<file path="src/hw/rtl/pmi_pkg.sv">
// Package for the polarizer mosaic intensity block: field widths, register
// and pattern codes, Q2.14 analyzer coefficients and the coefficient lookup.
// No dependencies.
package pmi_pkg;

  localparam int unsigned CfgW      = 13;
  localparam int unsigned TotalW    = 16;
  localparam int unsigned StokesW   = 17;
  localparam int unsigned CoefW     = 16;
  localparam int unsigned IntensW   = 16;
  localparam int unsigned PhaseW    = 4;
  localparam int unsigned InTdataW  = 56;
  localparam int unsigned CfgIndexW = 2;

  localparam logic [PhaseW-1:0] PhaseLast = 4'd11;

  localparam logic [CfgW-1:0] ResetWidth  = 13'd640;
  localparam logic [CfgW-1:0] ResetHeight = 13'd480;

  typedef enum logic [CfgIndexW-1:0] {
    REG_PATTERN_MODE = 2'd0,
    REG_FRAME_WIDTH  = 2'd1,
    REG_FRAME_HEIGHT = 2'd2
  } cfg_reg_e;

  typedef enum logic [1:0] {
    PAT_2X2A = 2'd0,
    PAT_2X2B = 2'd1,
    PAT_3X2  = 2'd2,
    PAT_4X2  = 2'd3
  } pattern_e;

  // Q2.14: 1, 0.5, sqrt(2)/2, sqrt(3)/2
  localparam logic signed [CoefW-1:0] QOne  = 16'sd16384;
  localparam logic signed [CoefW-1:0] QHalf = 16'sd8192;
  localparam logic signed [CoefW-1:0] QR2   = 16'sd11585;
  localparam logic signed [CoefW-1:0] QR3   = 16'sd14189;
  localparam logic signed [CoefW-1:0] QZero = 16'sd0;

  typedef struct packed {
    logic signed [CoefW-1:0] cos_c;
    logic signed [CoefW-1:0] sin_c;
  } coef_pair_t;

  // Scan position of the pixel at the input
  typedef struct packed {
    logic              row_odd;
    logic [PhaseW-1:0] phase;
    logic              frame_last;
  } scan_pos_t;

  function automatic coef_pair_t pair(logic signed [CoefW-1:0] c,
                                      logic signed [CoefW-1:0] s);
    coef_pair_t r;
    r.cos_c = c;
    r.sin_c = s;
    return r;
  endfunction

  // phase is 0..11
  function automatic logic [1:0] mod3(logic [PhaseW-1:0] v);
    logic [1:0] r;
    unique case (v)
      4'd0, 4'd3, 4'd6, 4'd9:  r = 2'd0;
      4'd1, 4'd4, 4'd7, 4'd10: r = 2'd1;
      4'd2, 4'd5, 4'd8, 4'd11: r = 2'd2;
      default:                 r = 2'd0;
    endcase
    return r;
  endfunction

  function automatic coef_pair_t coef_lookup(pattern_e mode, logic row_odd,
                                             logic [PhaseW-1:0] phase);
    coef_pair_t r;
    logic [1:0] slot3;
    slot3 = mod3(phase);
    r = pair(QZero, QZero);
    unique case (mode)
      PAT_2X2A: begin
        unique case ({row_odd, phase[0]})
          2'b00: r = pair(-QOne, QZero);
          2'b01: r = pair(QZero, -QOne);
          2'b10: r = pair(QZero, QOne);
          2'b11: r = pair(QOne, QZero);
          default: r = pair(QZero, QZero);
        endcase
      end
      PAT_2X2B: begin
        unique case ({row_odd, phase[0]})
          2'b00: r = pair(QR2, QR2);
          2'b01: r = pair(-QR2, QR2);
          2'b10: r = pair(-QR2, -QR2);
          2'b11: r = pair(QR2, -QR2);
          default: r = pair(QZero, QZero);
        endcase
      end
      PAT_3X2: begin
        unique case ({row_odd, slot3})
          3'b000: r = pair(QOne, QZero);
          3'b001: r = pair(-QHalf, -QR3);
          3'b010: r = pair(-QHalf, QR3);
          3'b100: r = pair(-QOne, QZero);
          3'b101: r = pair(QHalf, QR3);
          3'b110: r = pair(QHalf, -QR3);
          default: r = pair(QZero, QZero);
        endcase
      end
      PAT_4X2: begin
        unique case ({row_odd, phase[1:0]})
          3'b000: r = pair(QOne, QZero);
          3'b001: r = pair(QZero, QOne);
          3'b010: r = pair(-QOne, QZero);
          3'b011: r = pair(QZero, -QOne);
          3'b100: r = pair(-QOne, QZero);
          3'b101: r = pair(QZero, -QOne);
          3'b110: r = pair(QOne, QZero);
          3'b111: r = pair(QZero, QOne);
          default: r = pair(QZero, QZero);
        endcase
      end
      default: r = pair(QZero, QZero);
    endcase
    return r;
  endfunction

endpackage

</file>
<file path="src/hw/rtl/pmi_scan.sv">
// Raster scan counters: column, row and column phase (modulo twelve).
// Depends on pmi_pkg.
module pmi_scan #(
  parameter int unsigned MAX_DIM = 4096
) (
  input  logic                     clk_i,
  input  logic                     rst_ni,
  input  logic                     advance_i,
  input  logic [pmi_pkg::CfgW-1:0] frame_width_i,
  input  logic [pmi_pkg::CfgW-1:0] frame_height_i,
  output pmi_pkg::scan_pos_t       pos_o
);
  import pmi_pkg::*;

  localparam int unsigned CntW = $clog2(MAX_DIM);
  localparam int unsigned DimW = $clog2(MAX_DIM + 1);
  localparam int unsigned CmpW = (DimW > CfgW) ? DimW : CfgW;
  localparam logic [CmpW-1:0] MaxDim = CmpW'(MAX_DIM);

  logic [CntW-1:0]   col_q, col_d;
  logic [CntW-1:0]   row_q, row_d;
  logic [PhaseW-1:0] phase_q, phase_d;
  logic [CmpW-1:0]   width_raw, height_raw, width_eff, height_eff;
  logic              row_last, frame_last;

  assign width_raw  = CmpW'(frame_width_i);
  assign height_raw = CmpW'(frame_height_i);

  // Zero acts as one, oversized acts as the maximum
  always_comb begin
    priority if (width_raw == '0) width_eff = CmpW'(1);
    else if (width_raw > MaxDim)  width_eff = MaxDim;
    else                          width_eff = width_raw;
    priority if (height_raw == '0) height_eff = CmpW'(1);
    else if (height_raw > MaxDim)  height_eff = MaxDim;
    else                           height_eff = height_raw;
  end

  assign row_last   = (CmpW'(col_q) + CmpW'(1)) >= width_eff;
  assign frame_last = row_last && ((CmpW'(row_q) + CmpW'(1)) >= height_eff);

  always_comb begin
    col_d   = col_q;
    row_d   = row_q;
    phase_d = phase_q;
    if (advance_i) begin
      if (row_last) begin
        col_d   = '0;
        phase_d = '0;
        row_d   = frame_last ? '0 : row_q + CntW'(1);
      end else begin
        col_d   = col_q + CntW'(1);
        phase_d = (phase_q == PhaseLast) ? '0 : phase_q + PhaseW'(1);
      end
    end
  end

  always_ff @(posedge clk_i or negedge rst_ni) begin
    if (!rst_ni) begin
      col_q   <= '0;
      row_q   <= '0;
      phase_q <= '0;
    end else begin
      col_q   <= col_d;
      row_q   <= row_d;
      phase_q <= phase_d;
    end
  end

  assign pos_o.row_odd    = row_q[0];
  assign pos_o.phase      = phase_q;
  assign pos_o.frame_last = frame_last;

endmodule

</file>
<file path="src/hw/rtl/polarizer_mosaic_intensity.sv">
// Top level of the polarizer mosaic intensity block: config registers,
// two-stage multiply / round-saturate pipeline. Depends on pmi_pkg, pmi_scan.
//
//   port group     dir  payload
//   s_axis_*       in   tdata: stokes_total, stokes_horiz, stokes_diag
//   m_axis_*       out  tdata: intensity; tlast: frame_end
//   cfg_*          in   cfg_index_i register index, cfg_data_i value
//
// Output valid rises once the pixel has passed the stage-one register and the
// output register; one pixel per clock sustained while m_axis_tready is high.
// Stage one multiplies S1 and S2 by the selected Q2.14 coefficients, stage two
// sums, rounds and saturates into the output register.
// Reset clears valids and scan counters and loads mode 0, 640 x 480.
// A stall on the output stops stage two; the input keeps accepting while
// stage one is empty.
module polarizer_mosaic_intensity #(
  parameter int unsigned MAX_DIM = 4096
) (
  input  logic                          clk_i,
  input  logic                          rst_ni,
  // [15:0] stokes_total, [32:16] stokes_horiz, [49:33] stokes_diag
  input  logic [pmi_pkg::InTdataW-1:0]  s_axis_tdata,
  input  logic                          s_axis_tvalid,
  output logic                          s_axis_tready,
  // [15:0] intensity
  output logic [pmi_pkg::IntensW-1:0]   m_axis_tdata,
  output logic                          m_axis_tlast,
  output logic                          m_axis_tvalid,
  input  logic                          m_axis_tready,
  input  logic                          cfg_valid_i,
  output logic                          cfg_ready_o,
  input  logic [pmi_pkg::CfgIndexW-1:0] cfg_index_i,
  input  logic [pmi_pkg::CfgW-1:0]      cfg_data_i
);
  import pmi_pkg::*;

  localparam int unsigned ProdW = CoefW + StokesW;
  localparam int unsigned AccW  = ProdW + 1;
  localparam logic signed [AccW-1:0] RoundHalf = AccW'(16384);

  pattern_e          mode_q;
  logic [CfgW-1:0]   width_q, height_q;

  logic                      v1_q, v1_d;
  logic [TotalW-1:0]         total_q;
  logic signed [ProdW-1:0]   ph_q, ph_d, pd_q, pd_d;
  logic                      last1_q;
  logic                      v2_q;
  logic [IntensW-1:0]        out_q, out_d;
  logic                      last2_q;

  logic                      in_xfer, adv2;
  logic [TotalW-1:0]         s_total;
  logic signed [StokesW-1:0] s_horiz, s_diag;
  scan_pos_t                 pos;
  coef_pair_t                coef;
  logic signed [AccW-1:0]    acc;

  assign cfg_ready_o = 1'b1;

  always_ff @(posedge clk_i or negedge rst_ni) begin
    if (!rst_ni) begin
      mode_q   <= PAT_2X2A;
      width_q  <= ResetWidth;
      height_q <= ResetHeight;
    end else if (cfg_valid_i) begin
      unique case (cfg_index_i)
        REG_PATTERN_MODE: mode_q   <= pattern_e'(cfg_data_i[1:0]);
        REG_FRAME_WIDTH:  width_q  <= cfg_data_i;
        REG_FRAME_HEIGHT: height_q <= cfg_data_i;
        default: ;  // drop writes to unknown indexes
      endcase
    end
  end

  assign adv2          = v1_q && (!v2_q || m_axis_tready);
  assign s_axis_tready = !v1_q || adv2;
  assign in_xfer       = s_axis_tvalid && s_axis_tready;

  pmi_scan #(
    .MAX_DIM(MAX_DIM)
  ) u_scan (
    .clk_i         (clk_i),
    .rst_ni        (rst_ni),
    .advance_i     (in_xfer),
    .frame_width_i (width_q),
    .frame_height_i(height_q),
    .pos_o         (pos)
  );

  assign s_total = s_axis_tdata[15:0];
  assign s_horiz = s_axis_tdata[32:16];
  assign s_diag  = s_axis_tdata[49:33];

  assign coef = coef_lookup(mode_q, pos.row_odd, pos.phase);
  assign ph_d = ProdW'(coef.cos_c) * ProdW'(s_horiz);
  assign pd_d = ProdW'(coef.sin_c) * ProdW'(s_diag);
  assign v1_d = in_xfer || (v1_q && !adv2);

  always_ff @(posedge clk_i or negedge rst_ni) begin
    if (!rst_ni) begin
      v1_q <= 1'b0;
      v2_q <= 1'b0;
    end else begin
      v1_q <= v1_d;
      if (adv2) begin
        v2_q <= 1'b1;
      end else if (m_axis_tready) begin
        v2_q <= 1'b0;
      end
    end
  end

  always_ff @(posedge clk_i) begin
    if (in_xfer) begin
      total_q <= s_total;
      ph_q    <= ph_d;
      pd_q    <= pd_d;
      last1_q <= pos.frame_last;
    end
    if (adv2) begin
      out_q   <= out_d;
      last2_q <= last1_q;
    end
  end

  // S0 * 2^14 + C*S1 + S*S2, round half up at bit 15
  assign acc = $signed({4'b0000, total_q, 14'b0}) + AccW'(ph_q) + AccW'(pd_q)
             + RoundHalf;

  always_comb begin
    priority if (acc[AccW-1]) out_d = '0;
    else if (acc[AccW-2:31] != '0) out_d = '1;
    else out_d = acc[30:15];
  end

  assign m_axis_tvalid = v2_q;
  assign m_axis_tdata  = out_q;
  assign m_axis_tlast  = last2_q;

`ifndef SYNTHESIS
  a_ready_when_empty: assert property (@(posedge clk_i) disable iff (!rst_ni)
    !v1_q |-> s_axis_tready)
    else $error("input not ready with stage one empty");

  a_xfer_fills_stage1: assert property (@(posedge clk_i) disable iff (!rst_ni)
    in_xfer |=> v1_q)
    else $error("accepted pixel lost from stage one");

  a_adv_fills_output: assert property (@(posedge clk_i) disable iff (!rst_ni)
    adv2 |=> m_axis_tvalid)
    else $error("advanced result not presented");

  a_stage1_holds: assert property (@(posedge clk_i) disable iff (!rst_ni)
    (v1_q && !adv2) |=> ($stable(ph_q) && $stable(pd_q) && $stable(last1_q)))
    else $error("stalled stage one changed");
`endif

endmodule
</file>
<file path="config.mk">
export PLATFORM = sky130hd
export DESIGN_NAME = polarizer_mosaic_intensity
export DESIGN_NICKNAME = d
export VERILOG_FILES = /design/src/hw/rtl/pmi_pkg.sv /design/src/hw/rtl/pmi_scan.sv /design/src/hw/rtl/polarizer_mosaic_intensity.sv
export SDC_FILE = /design/constraint.sdc
export NUM_CORES = 2
export LEC_CHECK = 0
export BUFFER_PORTS_ARGS = -buffer_cell sky130_fd_sc_hd__buf_2
export CAP_MARGIN = 20
export CORE_MARGIN = 2
export CORE_UTILIZATION = 55
export CTS_CLUSTER_SIZE = 28
export DETAILED_ROUTE_END_ITERATION = 16
export PLACE_DENSITY = 0.68
export SLEW_MARGIN = 20
export SYNTH_ARGS = -nofsm -noshare
export SYNTH_HDL_FRONTEND = slang
export SYNTH_SLANG_ARGS = --single-unit
export TNS_END_PERCENT = 20
</file>
<file path="constraint.sdc">
create_clock -name clk_i -period 15.9 [get_ports clk_i]
set_input_delay 1.59 -clock clk_i [delete_from_list [all_inputs] [get_ports clk_i]]
set_output_delay 1.59 -clock clk_i [all_outputs]
set_load 0.01 [all_outputs]
</file>
# [Word-level counts from Yosys, hierarchy flattened]
# Memory sizes are Yosys's and may differ from the RTL's.
# Index checks and enable logic that the tools add are counted.
[totals] ff_bits=158 wordCells=81 rom_bits=64 out_inout_bits=20 n_memories=2 input_bits=76
[classes] n_reduce_logical=22 n_lt_le_gt_ge=4 mul=2 add_sub_neg=8 muxes=15 eq_ne=14
[mem_list] memory="(no name shown)" words=16 word_bits=2 read_ports=1 rd_clocked_by_memory_dff=0 write_ports=0 line_no="pmi_pkg.sv:63" text="unique case (v)"
[mem_list] memory="(no name shown)" words=8 word_bits=4 read_ports=1 rd_clocked_by_memory_dff=0 write_ports=0 line_no="pmi_pkg.sv:109" text="unique case ({row_odd, phase[1:0]})"
[ops] op="case mux 32 bit (4 select lines)" count=3
[ops] op="case mux 32 bit (6 select lines)" count=1
[ops] op="multiplier 16 x 17 -> 33 bit" count=2
[ops] op="2-to-1 mux 13 bit" count=4
[ops] op="adder 31 x 33 -> 34 bit" count=1
[ops] op="adder 34 x 16 -> 34 bit (second input constant)" count=1
[ops] op="adder 34 x 33 -> 34 bit" count=1
[ops] op="adder 12 x 1 -> 13 bit (second input constant)" count=2
[ops] op="greater-or-equal comparator 13 bit" count=2
[ops] op="> comparator 13 bit (second input constant)" count=2
[ops] op="zero test 13 bit" count=2
[ops] op="adder 12 x 1 -> 12 bit (second input constant)" count=2
[ops] op="2-to-1 mux 12 bit" count=2
[ops] op="2-to-1 mux 16 bit" count=1
[ops] op="== test 2 bit (second input constant)" count=5
[ops] op="== test 3 bit (second input constant)" count=3
[ops] op="2-to-1 mux 4 bit" count=2
[ops] op="AND reduction 2 bit" count=4
[ops] op="== test 2 x 1 -> 1 bit (second input constant)" count=3
[ops] op="zero test 2 bit" count=3
[ops] op="adder 4 x 1 -> 4 bit (second input constant)" count=1
[ops] op="== test 4 bit (second input constant)" count=1
[ops] op="logical AND 1 bit" count=4
[ops] op="nonzero test 2 bit" count=2
[ops] op="other kinds (6)" count=11

# [Longest topological paths before layout]
[depth] word_depth=6 depth_mapped=32 depth_no_buf=30

# [By module]
# From an unflattened synthesis, not the netlist that was laid out.
[unflattened] hier_cells=2623 area_unflattened_um2=27562.7
[by_module_without_submodules] module="polarizer_mosaic_intensity" seq_area_each_um2=3761.1 area_each_um2=25125.3 n_inst=1 cells_per_inst=2336
[by_module_without_submodules] module="pmi_scan" seq_area_each_um2=700.7 area_each_um2=2437.3 n_inst=1 cells_per_inst=287

# [Worst setup path after synthesis]
# No wires, ideal clock.
[synth_timing] kind="reg-to-reg" startpoint="register u_scan.phase_q[0]" endpoint="register pd_q[31], data pin" setup_slack_ns=8.120 n_path_buf=2 required_time_ns=15.642 setup_time_ns=0.258 stages_incl_launch_ff=32 t_arrival_ns=7.522 period_less_slack_ns=7.780 cell_sequence="dfrtp_1 -> inv_1 -> ha_1 -> and2_1 -> o31a_1 -> nor2_1 -> a21oi_1 -> nor2b_1 -> nand2b_1 -> clkbuf_1 -> clkbuf_1 -> nand2_1 -> inv_1 -> fa_1 -> fa_1 -> inv_1 -> fa_1 -> inv_1 -> fa_1 -> fa_1 -> inv_1 -> fa_1 -> inv_1 -> ha_1 -> a2111oi_0 -> a211oi_1 -> a31oi_1 -> a31oi_1 -> a311oi_1 -> o41ai_1 -> a21oi_1 -> xnor2_1"
[synth_via] elab_chain_len=5 elab_cells_between_ends=17 cone_classes="mul: 1; eq/ne: 8; mux: 4; reduce/logical: 2; memory: 2"
[synth_rtl] item="from (decl)" line_no="pmi_scan.sv:22" text="logic [PhaseW-1:0] phase_q, phase_d;"
[synth_rtl] item="from (signal assigned)" line_no="pmi_scan.sv:66" text="phase_q <= phase_d;"
[synth_rtl] item="memory read (16 x 2 bit)"
[synth_rtl] item="== test 3 bit (tied with other cells)" line_no="pmi_pkg.sv:98" text="unique case ({row_odd, slot3})"
[synth_rtl] item="case mux 32 bit (6 select lines)" line_no="pmi_pkg.sv:98"
[synth_rtl] item="case mux 32 bit (4 select lines) (*)" line_no="pmi_pkg.sv:78" text="unique case (mode)"
[synth_rtl] item="multiplier 16 x 17 -> 33 bit (*)" line_no="polarizer_mosaic_intensity.sv:97" text="assign pd_d = ProdW'(coef.sin_c) * ProdW'(s_diag);"
[synth_rtl] item="via pd_d[31]" line_no="polarizer_mosaic_intensity.sv:46" text="logic signed [ProdW-1:0] ph_q, ph_d, pd_q, pd_d;"
[synth_rtl] item="to (signal assigned)" line_no="polarizer_mosaic_intensity.sv:118" text="pd_q <= pd_d;"
[synth_rtl] item="to (decl)" line_no="polarizer_mosaic_intensity.sv:46"
# The timed path passes the listed nets; every way through them passes the cells marked *. The select of a mux whose other input is x is not followed.
# A chain may end at the register's enable or synchronous reset.

# [Worst setup path after layout]
# Same ends and word-level chain as after synthesis.

==> flow_summary.toml <==
[clock_network]
clock-sinks = 158
post_cts_buffers = 0
path_clk_slew_ns = 0.07
cts.hold.buffers_added = 0
cts_tree = "yes"
cts_buffers = 17
post_cts_resized = 0
cts_max_level = 4
root_buffer = "clkbuf_16"
clk_path_buf_depth = 2
insertion_delay_ns = 0.45

[global_route]
grt_overflow = 0
grt_pass1_vias = 19680
grt_pass1_wl_um = 98820
grt_max_degree = 95
grt_use_total_pct = 24.01
grt_antenna_before_repair = 2

[placed_design]
io_buffers = 88
place_congestion = 0.8701
dp_cells = 3385
placed_area_mm2 = 0.02887
hpwl_um = 51080

[detailed_routing]
vias_per_cell = 5.336
detail-route-antenna-nets = 0
dr.pass1.iters = 5
post_drt_wl_per_cell_um = 17.07
drc = 0
wl_um = 58350
drt_iter0_markers = 1013
vias = 18240

[die]
rows = 82
core_area_mm2 = 0.04997
die_x_um = 228.4
die_h_um = 228.4
io_pins = 96
initial_core_util_pct = 55.45
fp.dieArea_mm2 = 0.05218

[synth]
syn_nets = 3565
synthCells = 2657
synth_seq_cells = 158
synthFlopType = "edfxtp_1"
synth.avg_cell_area_um2 = 10.43
yosysWarnings = 0
yosysUniqueCellTypes = 76
synthesis.area_mm2 = 0.02770
synthArstFlopShare_pct = 36.71
ys_seq_area_share_pct = 16.11
synth_edf_count = 100

[sta]
slew_violations = 0
clock.fmax_mhz = 109.1
rsz0062_at_grt = "no"
skew_ns = 0.01266
slew_headroom_pct = 25.85
hold_viol = 0
fin_setup_tns_ns = 0
period_minus_slack_ns = 9.166
setup_violations = 0
fin_crit_sh_pct = 57.65
worst_pin_slew_ns = 1.107

[finish]
finalNonFillerCells = 3418
stdcell_area_mm2 = 0.02950
nFillCells = 4313
drive_gt1_share_pct = 7.356
num_antenna_cells = 0
final_nets = 3641
syn_to_final_growth_pct = 6.494
post-route-util_pct = 59.05

[job]
cap_violations = 0

[setup_path]
end_kind = "register"
arrival_ns = 9.37
slowest_stage = "a2111oi_0"
critical_path_class = "reg2reg"
worst-endpoint-required_ns = 16.10
critPathLaunchType = "register"
crit_path_max_incr_delay_ns = 0.56
cp_max_fo = 17

[run_status]
status = "complete, no violations"

[worst_hold_path]
holdCritPathClass = "reg2reg"
-- flip-flops by register name, indices dropped and copies added, names as in the netlist --
register and flops:
height_q 13, width_q 13, ph_q 33, m_axis_tlast 1, total_q 16, m_axis_tdata 16, u_scan.col_q 12, u_scan.phase_q 4
m_axis_tvalid 1, u_scan.row_q 12, mode_q 2, v1_q 1, last1_q 1, pd_q 33
-- critical path, delay by kind of cell (launching register included) --
family / cells / cell delay [ns]
flip-flops: 1 / 0.55
AND/OR/NAND/NOR: 4 / 1.20
buffers and inverters: 6 / 0.58
XOR/XNOR: 1 / 0.10
adder cells (fa/ha/maj): 8 / 3.66
AO/OA/AOI/OAI: 9 / 2.81
-- layer usage --
layer	track usage [%]	routed length [µm]	up-vias
met1	31.98	24740	9314
met2	41.67	29610	373
met3	3.693	2760	71
met5	0	12	-
met4	5.453	1231	2
li1	-	-	8480
-- layout by cell type, fill, tap and decap left out, types with 14 or more instances in the layout --
cell,instances
a21o_1,31
a21oi_1,80
and2_1,94
and3_1,32
buf_2,88
clkbuf_16,17
dfrtp_1,52
edfxtp_1,100
fa_1,549
ha_1,283
inv_1,653
mux2_2,33
nand2_1,143
nand2b_1,25
nand3_1,26
nor2_1,89
nor2b_1,28
nor3_1,26
o21a_1,14
o21ai_0,65
o21bai_1,15
xnor2_1,89
xor2_1,33
-- cell usage after synthesis, drive strengths merged (6+ instances only) --
master | number | area [µm²]
inv | 654 | 2455
o21a | 14 | 105.1
a311oi | 6 | 58.80
a21oi | 82 | 417.9
a21o | 31 | 232.7
fa | 549 | 10990
nand4 | 8 | 50.05
nor2 | 89 | 334.1
edfxtp | 100 | 3003
nand2 | 143 | 536.8
o31ai | 13 | 97.59
and2 | 94 | 588.1
dfrtp | 52 | 1301
dfstp | 6 | 157.7
o21bai | 15 | 112.6
o21ai | 65 | 325.3
and3 | 33 | 207.7
ha | 283 | 3541
nor3 | 26 | 130.1
nand3 | 26 | 130.1
a22o | 8 | 78.83
a31oi | 11 | 83.83
xnor2 | 89 | 779.5
o211ai | 9 | 67.56
nor2b | 30 | 190.2
xor2 | 34 | 305.3
or2 | 13 | 81.33
nand2b | 25 | 156.4
a211oi | 12 | 95.09
clkbuf | 35 | 131.4
mux2 | 34 | 386.6
nor4 | 7 | 43.79
-- cell type report --
cell class,instances,area (µm²),share of cell area [%]
multi-input combinational,1804,20610,69.85
sequential,158,4462,15.12
inverter,655,2461,8.342
tap,672,840.8,2.850
timing repair buffer,97,511.7,1.735
clock buffer,17,425.4,1.442
clock inverter,15,193.9,0.6573
-- worst paths after layout --
| kind | cells past startpoint | slack [ns] | start | endpoint |
|---|---|---|---|---|
| max | 28 | 6.73 | u_scan.phase_q[0] | pd_q[31] |
| min | 0 | 0.43 | last1_q | m_axis_tlast |
| max reg2reg | 28 | 6.73 | u_scan.phase_q[0] | pd_q[31] |
| min reg2reg | 0 | 0.43 | last1_q | m_axis_tlast |
| max in group asynchronous | 2 | 14.14 | rst_ni | u_scan.row_q[6] |
| min in group asynchronous | 2 | 1.27 | rst_ni | u_scan.col_q[0] |
-- kinds of logic (layout without fill, tap and decap cells) --
logic type | after synthesis | after routing | share of synthesized area [%]
AOI/OAI and AO/OA | 302 | 302 | 7.262
DFF | 158 | 158 | 16.11
other | 1 | 1 | 0.01354
muxes | 36 | 36 | 1.468
adders and majority gates | 832 | 832 | 52.45
xor gates and xnor gates | 123 | 123 | 3.916
and+or+nand+nor | 510 | 510 | 9.267
buffers and inverters | 695 | 784 | 9.516
-- stage by stage --
stage / setup slack, ns / hold WS (ns)
after global routing: 6.151 / 0.4447
after global placement: 6.960 / 0.4066
after CTS: 6.818 / 0.4346
final: 6.734 / 0.4307
after floorplan: 8.120 / 0.4003
after detailed placement: 6.840 / 0.4086
Power is not shown: default switching activity piles up to over one toggle a cycle in this logic, so the estimate is an artifact.
